===== src/invoke_id_remap_table_core_defines.svh =====
// ----------------------------------------------------------------------------
// Invoke ID remap table - assertion macros
// Shared property macros for the remap table core checks.
// ----------------------------------------------------------------------------
`ifndef INVOKE_ID_REMAP_TABLE_CORE_DEFINES_SVH
`define INVOKE_ID_REMAP_TABLE_CORE_DEFINES_SVH

// same-cycle implication
`define IIRT_ASSERT_NOW(lbl, ante, cons, msg) \
    lbl: assert property (@(posedge clk) disable iff (!rst_n) (ante) |-> (cons)) \
        else $error(msg);

// next-cycle implication
`define IIRT_ASSERT_NEXT(lbl, ante, cons, msg) \
    lbl: assert property (@(posedge clk) disable iff (!rst_n) (ante) |=> (cons)) \
        else $error(msg);

`endif


===== src/iirt_pkg.sv =====
// ----------------------------------------------------------------------------
// Invoke ID remap table - package
// Field widths, result kinds, table entry and controller/datapath structs.
// ----------------------------------------------------------------------------
package iirt_pkg;

    localparam int PORT_W  = 8;
    localparam int ORIG_W  = 16;
    localparam int GEN_W   = 15;
    localparam int TDATA_W = 40;

    typedef enum logic [1:0] {
        KIND_ASSIGNED = 2'd0,
        KIND_ROUTED   = 2'd1,
        KIND_NO_MATCH = 2'd2,
        KIND_FULL     = 2'd3
    } kind_t;

    typedef struct packed {
        logic [PORT_W-1:0] port;
        logic [ORIG_W-1:0] orig;
        logic [GEN_W-1:0]  gen;
    } entry_t;

    // controller -> datapath
    typedef struct packed {
        logic capture;    // latch input transaction, restart scan
        logic request;    // run request: append entry or report full
        logic scan_step;  // consume one scanned entry
        logic finish;     // emit final result of a response, commit fill
    } dp_cmd_t;

    // datapath -> controller
    typedef struct packed {
        logic out_free;   // output register can load this cycle
        logic fill_zero;  // table empty
        logic match;      // scanned entry matches response ID
        logic pend_valid; // a routed result is held back
        logic scan_last;  // scanned entry is the last valid one
    } dp_stat_t;

endpackage


===== src/iirt_ctrl.sv =====
// ----------------------------------------------------------------------------
// Invoke ID remap table - controller
// Sequences request handling and the response table scan.
// ----------------------------------------------------------------------------
module iirt_ctrl (
    input  logic              clk,
    input  logic              rst_n,
    input  logic              in_valid,
    input  logic              in_op,
    output logic              in_ready,
    input  iirt_pkg::dp_stat_t stat,
    output iirt_pkg::dp_cmd_t  cmd
);
    import iirt_pkg::*;

    typedef enum logic [2:0] {
        ST_IDLE,
        ST_REQ,
        ST_SCAN_RD,
        ST_SCAN_EV,
        ST_FINAL
    } state_t;

    state_t state_reg, state_next;
    logic   ready_reg;

    always_comb
    begin
        state_next = state_reg;
        cmd        = '0;
        unique case (state_reg)
            ST_IDLE:
            begin
                if (in_valid)
                begin
                    cmd.capture = 1'b1;
                    if (!in_op)
                        state_next = ST_REQ;
                    else if (stat.fill_zero)
                        state_next = ST_FINAL;
                    else
                        state_next = ST_SCAN_RD;
                end
            end
            ST_REQ:
            begin
                if (stat.out_free)
                begin
                    cmd.request = 1'b1;
                    state_next  = ST_IDLE;
                end
            end
            ST_SCAN_RD:
            begin
                state_next = ST_SCAN_EV;
            end
            ST_SCAN_EV:
            begin
                // a held-back result must leave before a new match replaces it
                if (!(stat.match && stat.pend_valid && !stat.out_free))
                begin
                    cmd.scan_step = 1'b1;
                    state_next    = stat.scan_last ? ST_FINAL : ST_SCAN_RD;
                end
            end
            ST_FINAL:
            begin
                if (stat.out_free)
                begin
                    cmd.finish = 1'b1;
                    state_next = ST_IDLE;
                end
            end
            default:
            begin
                state_next = ST_IDLE;
            end
        endcase
    end

    always_ff @(posedge clk or negedge rst_n)
    begin
        if (!rst_n)
        begin
            state_reg <= ST_IDLE;
            ready_reg <= 1'b1;
        end
        else
        begin
            state_reg <= state_next;
            ready_reg <= (state_next == ST_IDLE);
        end
    end

    assign in_ready = ready_reg;

endmodule


===== src/iirt_dpath.sv =====
// ----------------------------------------------------------------------------
// Invoke ID remap table - datapath
// Entry memory, fill count, ID counter, scan pointers and output register.
// ----------------------------------------------------------------------------
module iirt_dpath #(
    parameter int unsigned TABLE_DEPTH = 16,
    parameter int unsigned ID_LIMIT    = 32767
) (
    input  logic                          clk,
    input  logic                          rst_n,
    input  logic [iirt_pkg::TDATA_W-1:0]  in_data,
    input  iirt_pkg::dp_cmd_t             cmd,
    output iirt_pkg::dp_stat_t            stat,
    output logic                          out_valid,
    input  logic                          out_ready,
    output logic [iirt_pkg::TDATA_W-1:0]  out_data,
    output logic [1:0]                    out_kind,
    output logic                          out_last
);
    import iirt_pkg::*;

    localparam int IDX_W = (TABLE_DEPTH > 1) ? $clog2(TABLE_DEPTH) : 1;
    localparam int CNT_W = $clog2(TABLE_DEPTH + 1);

    entry_t mem [TABLE_DEPTH];
    entry_t rdata_reg;

    logic [PORT_W-1:0] port_reg;
    logic [ORIG_W-1:0] orig_reg;
    logic [GEN_W-1:0]  gen_reg;

    logic [CNT_W-1:0]  fill_reg,  fill_next;
    logic [GEN_W-1:0]  id_reg,    id_next;
    logic [IDX_W-1:0]  rd_reg,    rd_next;
    logic [CNT_W-1:0]  keep_reg,  keep_next;
    logic              pend_reg,  pend_next;
    logic [PORT_W-1:0] pport_reg;
    logic [ORIG_W-1:0] porig_reg;

    logic              oval_reg,  oval_next;
    kind_t             okind_reg, okind_next;
    logic [PORT_W-1:0] oport_reg, oport_next;
    logic [ORIG_W-1:0] oorig_reg, oorig_next;
    logic [GEN_W-1:0]  ogen_reg,  ogen_next;
    logic              olast_reg, olast_next;

    logic              out_free, full, match, out_load;
    logic [GEN_W-1:0]  id_step;
    logic              wr_en;
    logic [IDX_W-1:0]  wr_addr;
    entry_t            wr_data;

    assign out_free = !oval_reg || out_ready;
    assign full     = (fill_reg == CNT_W'(TABLE_DEPTH));
    assign match    = (rdata_reg.gen == gen_reg);
    // wraps from ID_LIMIT to 1; above the 15-bit range it wraps through 0
    assign id_step  = ({1'b0, id_reg} == 16'(ID_LIMIT)) ? GEN_W'(1) : id_reg + GEN_W'(1);

    assign stat.out_free   = out_free;
    assign stat.fill_zero  = (fill_reg == '0);
    assign stat.match      = match;
    assign stat.pend_valid = pend_reg;
    assign stat.scan_last  = ((CNT_W'(rd_reg) + CNT_W'(1)) == fill_reg);

    always_comb
    begin
        fill_next  = fill_reg;
        id_next    = id_reg;
        rd_next    = rd_reg;
        keep_next  = keep_reg;
        pend_next  = pend_reg;
        out_load   = 1'b0;
        okind_next = okind_reg;
        oport_next = oport_reg;
        oorig_next = oorig_reg;
        ogen_next  = ogen_reg;
        olast_next = olast_reg;
        wr_en      = 1'b0;
        wr_addr    = fill_reg[IDX_W-1:0];
        wr_data    = '{port: port_reg, orig: orig_reg, gen: id_step};

        if (cmd.capture)
        begin
            rd_next   = '0;
            keep_next = '0;
            pend_next = 1'b0;
        end

        if (cmd.request)
        begin
            out_load   = 1'b1;
            oport_next = '0;
            oorig_next = '0;
            olast_next = 1'b1;
            if (full)
            begin
                okind_next = KIND_FULL;
                ogen_next  = '0;
            end
            else
            begin
                okind_next = KIND_ASSIGNED;
                ogen_next  = id_step;
                id_next    = id_step;
                fill_next  = fill_reg + CNT_W'(1);
                wr_en      = 1'b1;
            end
        end

        if (cmd.scan_step)
        begin
            rd_next = rd_reg + IDX_W'(1);
            if (match)
            begin
                // release the previous match, hold this one back
                if (pend_reg)
                begin
                    out_load   = 1'b1;
                    okind_next = KIND_ROUTED;
                    oport_next = pport_reg;
                    oorig_next = porig_reg;
                    ogen_next  = gen_reg;
                    olast_next = 1'b0;
                end
                pend_next = 1'b1;
            end
            else
            begin
                wr_en     = 1'b1;
                wr_addr   = keep_reg[IDX_W-1:0];
                wr_data   = rdata_reg;
                keep_next = keep_reg + CNT_W'(1);
            end
        end

        if (cmd.finish)
        begin
            out_load   = 1'b1;
            ogen_next  = gen_reg;
            olast_next = 1'b1;
            fill_next  = keep_reg;
            pend_next  = 1'b0;
            if (pend_reg)
            begin
                okind_next = KIND_ROUTED;
                oport_next = pport_reg;
                oorig_next = porig_reg;
            end
            else
            begin
                okind_next = KIND_NO_MATCH;
                oport_next = '0;
                oorig_next = '0;
            end
        end

        oval_next = out_load ? 1'b1 : (out_ready ? 1'b0 : oval_reg);
    end

    always_ff @(posedge clk or negedge rst_n)
    begin
        if (!rst_n)
        begin
            fill_reg <= '0;
            id_reg   <= '0;
            rd_reg   <= '0;
            keep_reg <= '0;
            pend_reg <= 1'b0;
            oval_reg <= 1'b0;
        end
        else
        begin
            fill_reg <= fill_next;
            id_reg   <= id_next;
            rd_reg   <= rd_next;
            keep_reg <= keep_next;
            pend_reg <= pend_next;
            oval_reg <= oval_next;
        end
    end

    // payload registers
    always_ff @(posedge clk)
    begin
        if (cmd.capture)
        begin
            port_reg <= in_data[PORT_W-1:0];
            orig_reg <= in_data[PORT_W+ORIG_W-1:PORT_W];
            gen_reg  <= in_data[PORT_W+ORIG_W+GEN_W-1:PORT_W+ORIG_W];
        end
        if (cmd.scan_step && match)
        begin
            pport_reg <= rdata_reg.port;
            porig_reg <= rdata_reg.orig;
        end
        if (out_load)
        begin
            okind_reg <= okind_next;
            oport_reg <= oport_next;
            oorig_reg <= oorig_next;
            ogen_reg  <= ogen_next;
            olast_reg <= olast_next;
        end
    end

    // entry memory: one write port, one registered read port
    always_ff @(posedge clk)
    begin
        if (wr_en)
            mem[wr_addr] <= wr_data;
        rdata_reg <= mem[rd_reg];
    end

    assign out_valid = oval_reg;
    assign out_kind  = okind_reg;
    assign out_last  = olast_reg;
    assign out_data  = {(TDATA_W - PORT_W - ORIG_W - GEN_W)'(0), ogen_reg, oorig_reg, oport_reg};

endmodule


===== src/invoke_id_remap_table_core.sv =====
// ----------------------------------------------------------------------------
// Invoke ID remap table core
// Maps client invoke IDs to generated IDs on requests and routes server
// responses back to every client entry that holds the generated ID.
// ----------------------------------------------------------------------------
//
//  channel   dir   tdata (low bit up)                          tuser      tlast
//  s_*       in    client_port, original_id, generated_id      operation  -
//  m_*       out   dest_port, restored_id, assigned_id         kind       last
//
//  Request: accept, then table append once the output register is free.
//  Response: accept, then per valid entry a read and an evaluate state (the
//  entry memory has a single registered read port), then the final result.
//  Reset is asynchronous and clears the fill count, ID counter and output
//  valid; the entry memory is not cleared. A stalled m_tready holds the
//  controller only where it must load the output register or release a
//  held-back match; one input transaction is in flight at a time.
//
`include "invoke_id_remap_table_core_defines.svh"

module invoke_id_remap_table_core #(
    parameter int unsigned TABLE_DEPTH = 16,
    parameter int unsigned ID_LIMIT    = 32767
) (
    input  logic                         clk,
    input  logic                         rst_n,
    // client_port[7:0], original_id[23:8], generated_id[38:24], zero pad
    input  logic [iirt_pkg::TDATA_W-1:0] s_tdata,
    // operation[0]: 0 request, 1 response
    input  logic [0:0]                   s_tuser,
    input  logic                         s_tvalid,
    output logic                         s_tready,
    // dest_port[7:0], restored_id[23:8], assigned_id[38:24], zero pad
    output logic [iirt_pkg::TDATA_W-1:0] m_tdata,
    // kind[1:0]
    output logic [1:0]                   m_tuser,
    output logic                         m_tlast,
    output logic                         m_tvalid,
    input  logic                         m_tready
);
    import iirt_pkg::*;

    dp_cmd_t  cmd;
    dp_stat_t stat;

    iirt_ctrl u_ctrl (
        .clk      (clk),
        .rst_n    (rst_n),
        .in_valid (s_tvalid),
        .in_op    (s_tuser[0]),
        .in_ready (s_tready),
        .stat     (stat),
        .cmd      (cmd)
    );

    iirt_dpath #(
        .TABLE_DEPTH (TABLE_DEPTH),
        .ID_LIMIT    (ID_LIMIT)
    ) u_dpath (
        .clk       (clk),
        .rst_n     (rst_n),
        .in_data   (s_tdata),
        .cmd       (cmd),
        .stat      (stat),
        .out_valid (m_tvalid),
        .out_ready (m_tready),
        .out_data  (m_tdata),
        .out_kind  (m_tuser),
        .out_last  (m_tlast)
    );

    // only routed results can be followed by more results of the same transaction
    `IIRT_ASSERT_NOW(a_nonlast_routed, m_tvalid && !m_tlast, m_tuser == KIND_ROUTED, "non-last result is not routed")
    // one transaction in flight: busy right after an accept
    `IIRT_ASSERT_NEXT(a_busy_after_accept, s_tvalid && s_tready, !s_tready, "ready after accept")
    // a held-back match is never dropped over a busy output register
    `IIRT_ASSERT_NOW(a_pend_not_lost, cmd.scan_step && stat.match && stat.pend_valid, stat.out_free, "pending result overwritten")

endmodule


===== config.mk =====
export PLATFORM = sky130hd
export DESIGN_NAME = invoke_id_remap_table_core
export DESIGN_NICKNAME = d
export VERILOG_FILES = /design/src/iirt_pkg.sv /design/src/iirt_ctrl.sv /design/src/iirt_dpath.sv /design/src/invoke_id_remap_table_core.sv
export VERILOG_INCLUDE_DIRS = /design/src /design/src/src
export SDC_FILE = /design/constraint.sdc
export NUM_CORES = 1
export LEC_CHECK = 0
export ABC_AREA = 1
export BUFFER_PORTS_ARGS = -buffer_cell sky130_fd_sc_hd__buf_2
export CORE_UTILIZATION = 37
export CTS_CLUSTER_DIAMETER = 30
export DETAILED_ROUTE_END_ITERATION = 8
export PLACE_DENSITY = 0.58
export SKIP_CTS_REPAIR_TIMING = 1
export SYNTH_ARGS = -nofsm -noshare
export SYNTH_HDL_FRONTEND = slang
export SYNTH_SLANG_ARGS = --single-unit

===== constraint.sdc =====
create_clock -name clk -period 4.95 [get_ports clk]
set_input_delay 0.2475 -clock clk [delete_from_list [all_inputs] [get_ports clk]]
set_output_delay 0.2475 -clock clk [all_outputs]
set_load 0.03 [all_outputs]

* After elaboration in Yosys (flattened, before gate mapping)
Memories as Yosys holds them, arrays and structs flattened. A register that Yosys moved wholly into a read port is not among the register bits.
Index checks and enable logic that the tools add are counted.
** Operators by class
- Add/subtract/negate cells :: 5
- Equality and inequality tests :: 9
- Multiplexer cells :: 73
- Bitwise logic cells :: 1
- Reductions and logical operators :: 15
** Operator list (number)
- 15-bit 2-to-1 mux :: 7
- 16-bit 2-to-1 mux :: 6
- 39-bit 2-to-1 mux :: 2
- 8-bit 2-to-1 mux :: 6
- 5-bit 2-to-1 mux :: 6
- 1-bit 2-to-1 mux :: 28
- 3-bit 2-to-1 mux :: 6
- 4-bit 2-to-1 mux :: 4
- 15-bit by 1-bit adder with 15-bit output (second input constant) :: 1
- 15-bit == test :: 1
- 15-bit == test (second input constant) :: 1
- 2-bit 2-to-1 mux :: 7
- 3-bit one-hot mux with 4 select lines :: 1
- 5-bit by 1-bit adder with 5-bit output (second input constant) :: 2
- 3-bit by 2-bit == test with 1-bit output (second input constant) :: 2
- 3-bit zero test :: 2
- 2-bit nonzero test :: 3
- 4-bit by 1-bit adder with 5-bit output (second input constant) :: 1
- 5-bit == test :: 1
- 5-bit == test (second input constant) :: 1
- 5-bit zero test :: 1
- 4-bit by 1-bit adder with 4-bit output (second input constant) :: 1
- 2-bit AND reduction :: 2
- 3-bit by 1-bit == test with 1-bit output (second input constant) :: 1
- other kinds (7) :: 10
** Storage, ports and cells
- Flip-flop bits (word level) :: 140
- Bits in writable memories :: 624
- Input port bits :: 45
- Word-level logic and storage cells :: 122
- Memories kept :: 1
** Memories
- u_dpath.mem :: depth 16, width 39, read ports 1, clocked after memory_dff 1, write ports 1, line iirt_dpath.sv:25 : entry_t mem [TABLE_DEPTH];

* Depth between registers and ports, before layout
Gate-level depths: netlist of the first run.
- Depth after elaboration :: 10
- Depth in mapped cells :: 14
- Gate-level depth less buffers :: 13

* Cells and area by module
Synthesis of the first run repeated with hierarchy kept, for this count alone.
** Second synthesis, totals
- Cells, all modules :: 2544
- Area total of the unflattened synthesis :: 31697.9 sq um
** Modules (own cells, without submodules)
- iirt_dpath :: times used 1, cells each 2497, area an instance 31401.4 sq um, seq. area each 23447.5 sq um
- iirt_ctrl :: times used 1, cells each 47, area an instance 296.5 sq um, seq. area each 101.3 sq um

* Least setup slack after synthesis of the first run
Ideal clock, no wire load.
- Path kind :: register to register
- Start point :: register u_dpath.oval_reg, in the netlist u_dpath.out_valid
- End point :: memory u_dpath.mem[0][0] (netlist name), enable pin
- Library setup time :: 0.435 ns
- Arrival :: 3.170 ns
- Data required time :: 4.515 ns
- Path slack :: 1.345 ns
- Cell stages (with the launch flop) :: 9
- Period minus slack after synthesis :: 3.605 ns
- Cells stage by stage :: dfrtp_1 -> nand2_2 -> inv_1 -> nor2_4 -> o21ai_2 -> buf_2 -> nand2_1 -> nand3_2 -> nor2_1
** On the way
- Cells in the longest elaborated chain, start to end :: 9
- Elaborated cells between the ends (all ways) :: 14
** Ends and longest elaborated chain
- from (decl) :: line iirt_dpath.sv:40 : logic oval_reg, oval_next;
- from (signal assigned) :: line iirt_dpath.sv:178 : oval_reg <= oval_next;
- 1-bit zero test * :: line iirt_dpath.sv:53 : assign out_free = !oval_reg || out_ready;
- 1-bit logical OR * :: line iirt_dpath.sv:53
- 1-bit 2-to-1 mux or 1-bit zero test (tied branches) :: line iirt_ctrl.sv:47, iirt_ctrl.sv:60
- 1-bit 2-to-1 mux or 1-bit logical AND (tied branches) :: line iirt_ctrl.sv:31, iirt_ctrl.sv:60
- 1-bit 2-to-1 mux (on tied branches) :: line iirt_dpath.sv:89, iirt_ctrl.sv:60
- 1-bit 2-to-1 mux (on tied branches) :: line iirt_dpath.sv:113, iirt_ctrl.sv:31
- 1-bit 2-to-1 mux :: line iirt_dpath.sv:110 : if (cmd.scan_step)
- 1-bit 2-to-1 mux :: line iirt_dpath.sv:209 : if (wr_en)
- 1-bit 2-to-1 mux (implied by the code) :: line iirt_dpath.sv:210 : mem[wr_addr] <= wr_data;
- to (decl) :: line iirt_dpath.sv:25
Every way passes the cells marked *; elsewhere a longest branch is shown, timed or not.

==> qor.txt, run 1 <==
Syn Std Cell Area = 32200 sq um
post-synthesis async set-or-reset flop share = 4.36%
Root Buffer = clkbuf_16
layout net count = 2615
RSZ-0062 raised after global routing = no
core area = 85700 sq um
vias per inst = 5.25
f_max = 286 MHz
Vias = 20134
worst slew pin tran = 1160 ps
slew margin rel. = 22.8%
Hold Vio Cnt, Final = 0
# IOs = 90
FF+latch count, synth = 803
CP arrival = 3840 ps
Num Clock Sinks = 803
sequential share of the synthesized area = 73.0%
slowest CP cell = a21oi_1
Worst setup SP type = register
critical-path cell list = xnor2_1, nand3_1, nor2_1, nand2_2, nand2_4, buf_4, nor2_1, a21oi_1
Worst setup EP type = register
remaining routing DRC violations = 0
HPWL Detailed = 44.7 mm
crit path max fanout = 50
# setup viols final = 0
IO buf count = 87
Final ANT Viol Nets = 0
FF-to-FF setup slack = 1460 ps
P per Cell Area = 667 nW/um^2
clock buffer depth = 3
Slew Viols, Final = 0
cts bufs inserted = 145
Setup Total Neg Slack = 0 ps
clk_lat worst skew = 730 ps
synthesized net count = 2435
worst hold path class = input pin to asynchronous set/reset pin
ys flop type = edfxtp_1
max FFs per register = 624
critical path's largest stage delay = 910 ps
leakage = 0.0139 uW
GRT overflow = 0
post-synth top area cell = edfxtp_1
initial antenna violation count = 6
wire per inst = 20.9 microns
number of detailed-route iterations in the first pass = 5
CP most frequent cell = nor2_1
initial DRC count = 1615
Worst-path clk slew = 40 ps
Initial Utilization = 37.6%
post-synth cell types = 44
layout cell share with drive strength beyond 1 = 16.2%
min Tclk post-route = 3490 ps
r2r startpoint = u_dpath.gen_reg[11]$_DFFE_PP_
Critical Path RT = 5290 ps
min setup slack post-route = 1460 ps
first-pass GRT wire length = 121 mm
CTS tree = done
Die Height = 297 microns
Die ar. = 88300 sq um
area grow syn2layout = 22.4%
most instantiated cells after synthesis = edfxtp_1, nor2_1, nand2_1
Syn Area/Cell = 13.5 sq um
FP Rows = 107
Syn. warnings = 0
final worst path period share = 70.6%
pre-CTS WS = 1470 ps
Post-synth EDFFs = 729
GP Congestion = 0.806
ranking of synthesized cells by area = edfxtp_1, mux2i_1, nor2_1
total wire length = 80.0 mm
outcome = complete, no violations
largest net degree at the start of global routing = 162
# Max-Cap Violations = 0
worst clock skew = 21.2 ps
CP top delay family = compound AO/OA/AOI/OAI gates
H-tree depth = 4
WS Path Type = register to register
vias in the first global route = 20178
Worst VDD drop = 0.390 mV
FF-to-FF path depth = 8
Overall Global Routing Usage = 18.1%
Die X = 297 microns
Filler cells = 7540
Synth Instances = 2385
Reg-to-Reg End = u_dpath.mem[10][4]$_DFFE_PP_
Buf+Inv Stages, Crit Path = 1
Yosys top cell area share = 67.9%
most frequent cell after synthesis = edfxtp_1
[power by group]
part           internal (uW)  switching [uW]
clock network           6180            3520
logic                   1840            4660
registers               9450             686
[per-layer routing]
metal	vias up	GRT usage [%]	routed length, microns
met1	10104	24.1	35000
met4	0	5.45	1430
met3	128	4.48	5460
li1	9309	-	-
met2	593	29.1	38200
met5	-	0	0
[layout by cell type (no fill, tap or decap), types with 14 or more instances in the layout]
cell             n
edfxtp_1       729
nor2_1         283
nand2_1        260
o21ai_0        196
clkbuf_16      147
o221ai_1       121
mux2i_1        118
nand3_1        116
inv_1          100
buf_2           87
dlygate4sd3_1   44
dfxtp_1         39
buf_4           37
nand4_1         35
dfrtp_1         30
o32ai_1         29
o211ai_1        29
clkinv_2        21
mux2_1          20
nor2_4          18
clkinv_1        17
clkinvlp_4      17
clkbuf_1        14
buf_12          14
[kinds of logic (layout without fill, tap and decap cells)]
family          after synthesis  after routing  share of synthesized area (%)
buf+inv                     257            560                           3.48
mux                         142            142                           4.50
other cells                   1              2                         0.0116
compound gates              415            415                           8.60
simple gates                748            748                           9.81
xor+xnor                     14             14                          0.380
flops                       803            803                           73.0
fa+ha+maj                     5              5                          0.194
[worst max path at each step]
stage	start	to	depth (start not counted)
global placement	u_dpath.gen_reg[11]$_DFFE_PP_	u_dpath.mem[1][8]$_DFFE_PP_	8
floorplan	u_dpath.out_valid$_DFFE_PN0P_	u_dpath.mem[0][0]$_DFFE_PP_	8
finish	u_dpath.gen_reg[11]$_DFFE_PP_	u_dpath.mem[10][4]$_DFFE_PP_	8
CTS	u_dpath.gen_reg[11]$_DFFE_PP_	u_dpath.mem[10][4]$_DFFE_PP_	8
global route	u_dpath.gen_reg[11]$_DFFE_PP_	u_dpath.mem[10][4]$_DFFE_PP_	8
detailed placement	u_dpath.gen_reg[11]$_DFFE_PP_	u_dpath.mem[10][4]$_DFFE_PP_	8
[through the flow]
step	area (sq um)	power, uW	instances	util [%]	hold slack (ps)
after global routing	39500	27600	3832	46.1	210
final	39500	26300	3833	46.1	192
after CTS	39000	26500	3788	45.5	-368
after detailed placement	34100	16700	3518	39.8	403
after floorplan	32200	14400	2385	-	-48.1
after global placement	34100	16500	3518	39.8	402
[final cells by class]
class / count / area (sq um) / area share, %
antenna: 1 / 2.50 / 0.00634
multi-input combinational: 1325 / 7710 / 19.5
clock buffer: 166 / 3800 / 9.63
sequential: 803 / 23600 / 59.7
timing repair buffer: 182 / 1430 / 3.63
inverter: 108 / 410 / 1.04
clock inverter: 104 / 1110 / 2.81
tap: 1144 / 1430 / 3.63
Note: power is estimated with default switching activity, not from simulation.
==> run 2: changes to the inputs <==
==> constraint.sdc (replaced) <==
create_clock -name clk -period 3.5 [get_ports clk]
set_input_delay 0.175 -clock clk [delete_from_list [all_inputs] [get_ports clk]]
set_output_delay 0.175 -clock clk [all_outputs]
set_load 0.03 [all_outputs]
==> run 2 against run 1 <==
- register-to-register slack got worse by 1000 ps
- sequential cell count unchanged
- via count increased by 2.0%
- clock skew increased by 17 ps
- routed wire length increased by 2.6%
- clock power increased by 45%
- sequential share of layout area decreased by 0.72 points
- non-clock buffer count increased by 31
- hold slack got worse by 72 ps
- critical path depth unchanged
- utilization increased by 0.56 points
- critical endpoint is now u_dpath.mem[6][19]$_DFFE_PP_
==> qor.txt, run 2 (synthesis gave the netlist of run 1 again) <==
layout cell share with drive strength beyond 1 = 16.9% (+0.76 points)
# Max-Cap Violations = 0 (unchanged)
pre-CTS WS = 469 ps (-999 ps)
sw power = 12500 uW (+41%)
crit path max fanout = 31 (-38%)
total wire length = 82.1 mm (+2.6%)
slew margin rel. = 29.3% (+6.5 points)
Critical Path RT = 3870 ps (-1420 ps)
number of detailed-route iterations in the first pass = 5 (unchanged)
worst slew pin tran = 1060 ps (-97.9 ps)
CP arrival = 3410 ps (-430 ps)
P per Cell Area = 947 nW/um^2 (+42%)
register share of total power = 37.7% (-0.8 points)
Slew Viols, Final = 0 (unchanged)
vias in the first global route = 20297 (+0.59%)
clk_lat worst skew = 730 ps (about the same)
RSZ-0062 raised after global routing = no
worst hold path class = input pin to asynchronous set/reset pin
critical path's largest stage delay = 600 ps (-310 ps)
Worst setup EP type = register
WS Path Type = register to register
vias per inst = 5.31 (+1.2%)
worst clock skew = 38.7 ps (+17.5 ps)
Layout Utilization = 46.6% (+0.56 points)
FF-to-FF setup slack = 460 ps (-1000 ps)
area grow syn2layout = 23.9%
IO buf count = 87 (unchanged)
leakage = 0.0142 uW (+1.8%)
initial DRC count = 1774 (+9.8%)
Sw Share = 33.0% (-0.63 points)
# IOs = 90 (unchanged)
slowest CP cell = mux2_1
Stages on worst setup path = 8 (unchanged)
Ant. Diodes = 0 (-1)
wire per inst = 21.2 microns (+1.7%)
largest net degree at the start of global routing = 132 (-19%)
r2r startpoint = u_dpath.gen_reg[11]$_DFFE_PP_
GRT overflow = 0 (unchanged)
clock buffer depth = 3 (unchanged)
min setup slack post-route = 456 ps (-999 ps)
Num Clock Sinks = 803 (unchanged)
final worst path period share = 87.0% (+16 points)
core area = 85700 sq um (unchanged)
Worst setup SP type = register
Clock Power Share = 37.3% (+0.5 points)
HPWL Detailed = 46.6 mm (+4.3%)
Hold Vio Cnt, Final = 0 (unchanged)
min Tclk post-route = 3040 ps (-451 ps)
H-tree depth = 4 (unchanged)
remaining routing DRC violations = 0 (unchanged)
Die ar. = 88300 sq um (unchanged)
most common cell after layout, fill and taps aside = edfxtp_1
internal power = 25300 uW (+45%)
Die Height = 297 microns (unchanged)
combinational power share = 25.0% (+0.3 points)
first-pass GRT wire length = 124 mm (+2.4%)
cts bufs inserted = 146 (+0.69%)
CTS tree = done
Initial Utilization = 37.6% (unchanged)
Vias = 20542 (+2.0%)
CP top delay family = buffers and inverters
max FFs per register = 624 (unchanged)
Final ANT Viol Nets = 0 (unchanged)
# setup viols final = 0 (unchanged)
Placed Cells = 3548 (+0.85%)
Overall Global Routing Usage = 18.6% (+0.48 points)
most frequent cells in the layout = edfxtp_1, nor2_1, nand2_1
Worst-path clk slew = 50 ps (about the same)
FF-to-FF path depth = 8 (unchanged)
layout net count = 2647 (+1.2%)
f_max = 329 MHz (+15%)
critical-path cell list = xnor2_1, nand3_1, nor2_1, nand2_2, nand2_4, buf_4, buf_4, mux2_1
outcome = complete, no violations
initial antenna violation count = 2 (-4)
CP most frequent cell = buf_4
Finished Layout Cells = 3865 (+0.83%)
Setup Total Neg Slack = 0 ps (unchanged)
FP Rows = 107 (unchanged)
Buf+Inv Stages, Crit Path = 2 (+1)
Worst VDD drop = 0.585 mV (+50%)
GP Congestion = 0.818 (+1.5%)
Die X = 297 microns (unchanged)
Root Buffer = clkbuf_16
Reg-to-Reg End = u_dpath.mem[6][19]$_DFFE_PP_
## run 2: cell types whose count changed in the layout (fill, tap and decap cells not counted), sizes merged
cell / before / now
buf: 138 / 168
bufinv: 11 / 19
inv: 125 / 118
clkbuf: 166 / 168
clkinvlp: 17 / 15
clkinv: 59 / 60
diode: 1 / 0
dlygate4sd3: 44 / 45
## run 2: metal layers
| metal | part of all wire (%) | GRT usage (%) | vias up |
|---|---|---|---|
| li1 | - | - | 9387 |
| met1 | 44 | 25.2 | 10233 |
| met2 | 47 | 29.4 | 800 |
| met3 | 7.4 | 4.47 | 122 |
| met4 | 1.8 | 5.52 | 0 |
| met5 | 0 | 0 | - |
## run 2: power groups by stage
stage          registers [uW]  logic (uW)  clock network, uW
6_report                14200        9460              14100
5_1_grt                 14400       10400              14800
4_1_cts                 14200        9440              14300
3_5_place_dp            14400        9380                  0
3_3_place_gp            14400        9150                  0
2_1_floorplan           14300        6000                  0
## run 2: worst max-delay path by stage
stage | slack (ps) | from | end
final | 460 | u_dpath.gen_reg[11]$_DFFE_PP_ | u_dpath.mem[6][19]$_DFFE_PP_
after global routing | 270 | u_dpath.gen_reg[11]$_DFFE_PP_ | u_dpath.mem[3][6]$_DFFE_PP_
after CTS | 460 | u_dpath.gen_reg[11]$_DFFE_PP_ | u_dpath.mem[3][13]$_DFFE_PP_
after detailed placement | 470 | u_dpath.gen_reg[11]$_DFFE_PP_ | u_dpath.mem[4][19]$_DFFE_PP_
after global placement | 520 | u_dpath.gen_reg[10]$_DFFE_PP_ | u_dpath.mem[3][12]$_DFFE_PP_
after floorplan | -110 | u_dpath.out_valid$_DFFE_PN0P_ | u_dpath.mem[0][0]$_DFFE_PP_
## run 2: through the flow
step | hold WS (ps) | cell area [sq um] | total power [uW]
3_3_place_gp | 323 | 34400 | 23500
3_5_place_dp | 339 | 34400 | 23800
2_1_floorplan | -121 | 32200 | 20300
5_1_grt | 142 | 39900 | 39600
4_1_cts | -436 | 39500 | 38000
6_report | 120 | 39900 | 37800
## run 2: worst register-to-register path: stages, from the launching register on
cell and delay [ps]:
edfxtp_1 410, xnor2_1 210, nand3_1 150, nor2_1 200
nand2_2 130, nand2_4 150, buf_4 340, buf_4 490
mux2_1 620
## run 2: cell type report
class / instances / area (sq um)
flip-flops and latches: 803 / 23600
fillers: 7414 / 45700
clock inverters: 104 / 1280
multi-input cells: 1325 / 7710
clock buffers: 168 / 3770
inverters: 108 / 410
repair buffers: 213 / 1780
well taps: 1144 / 1430
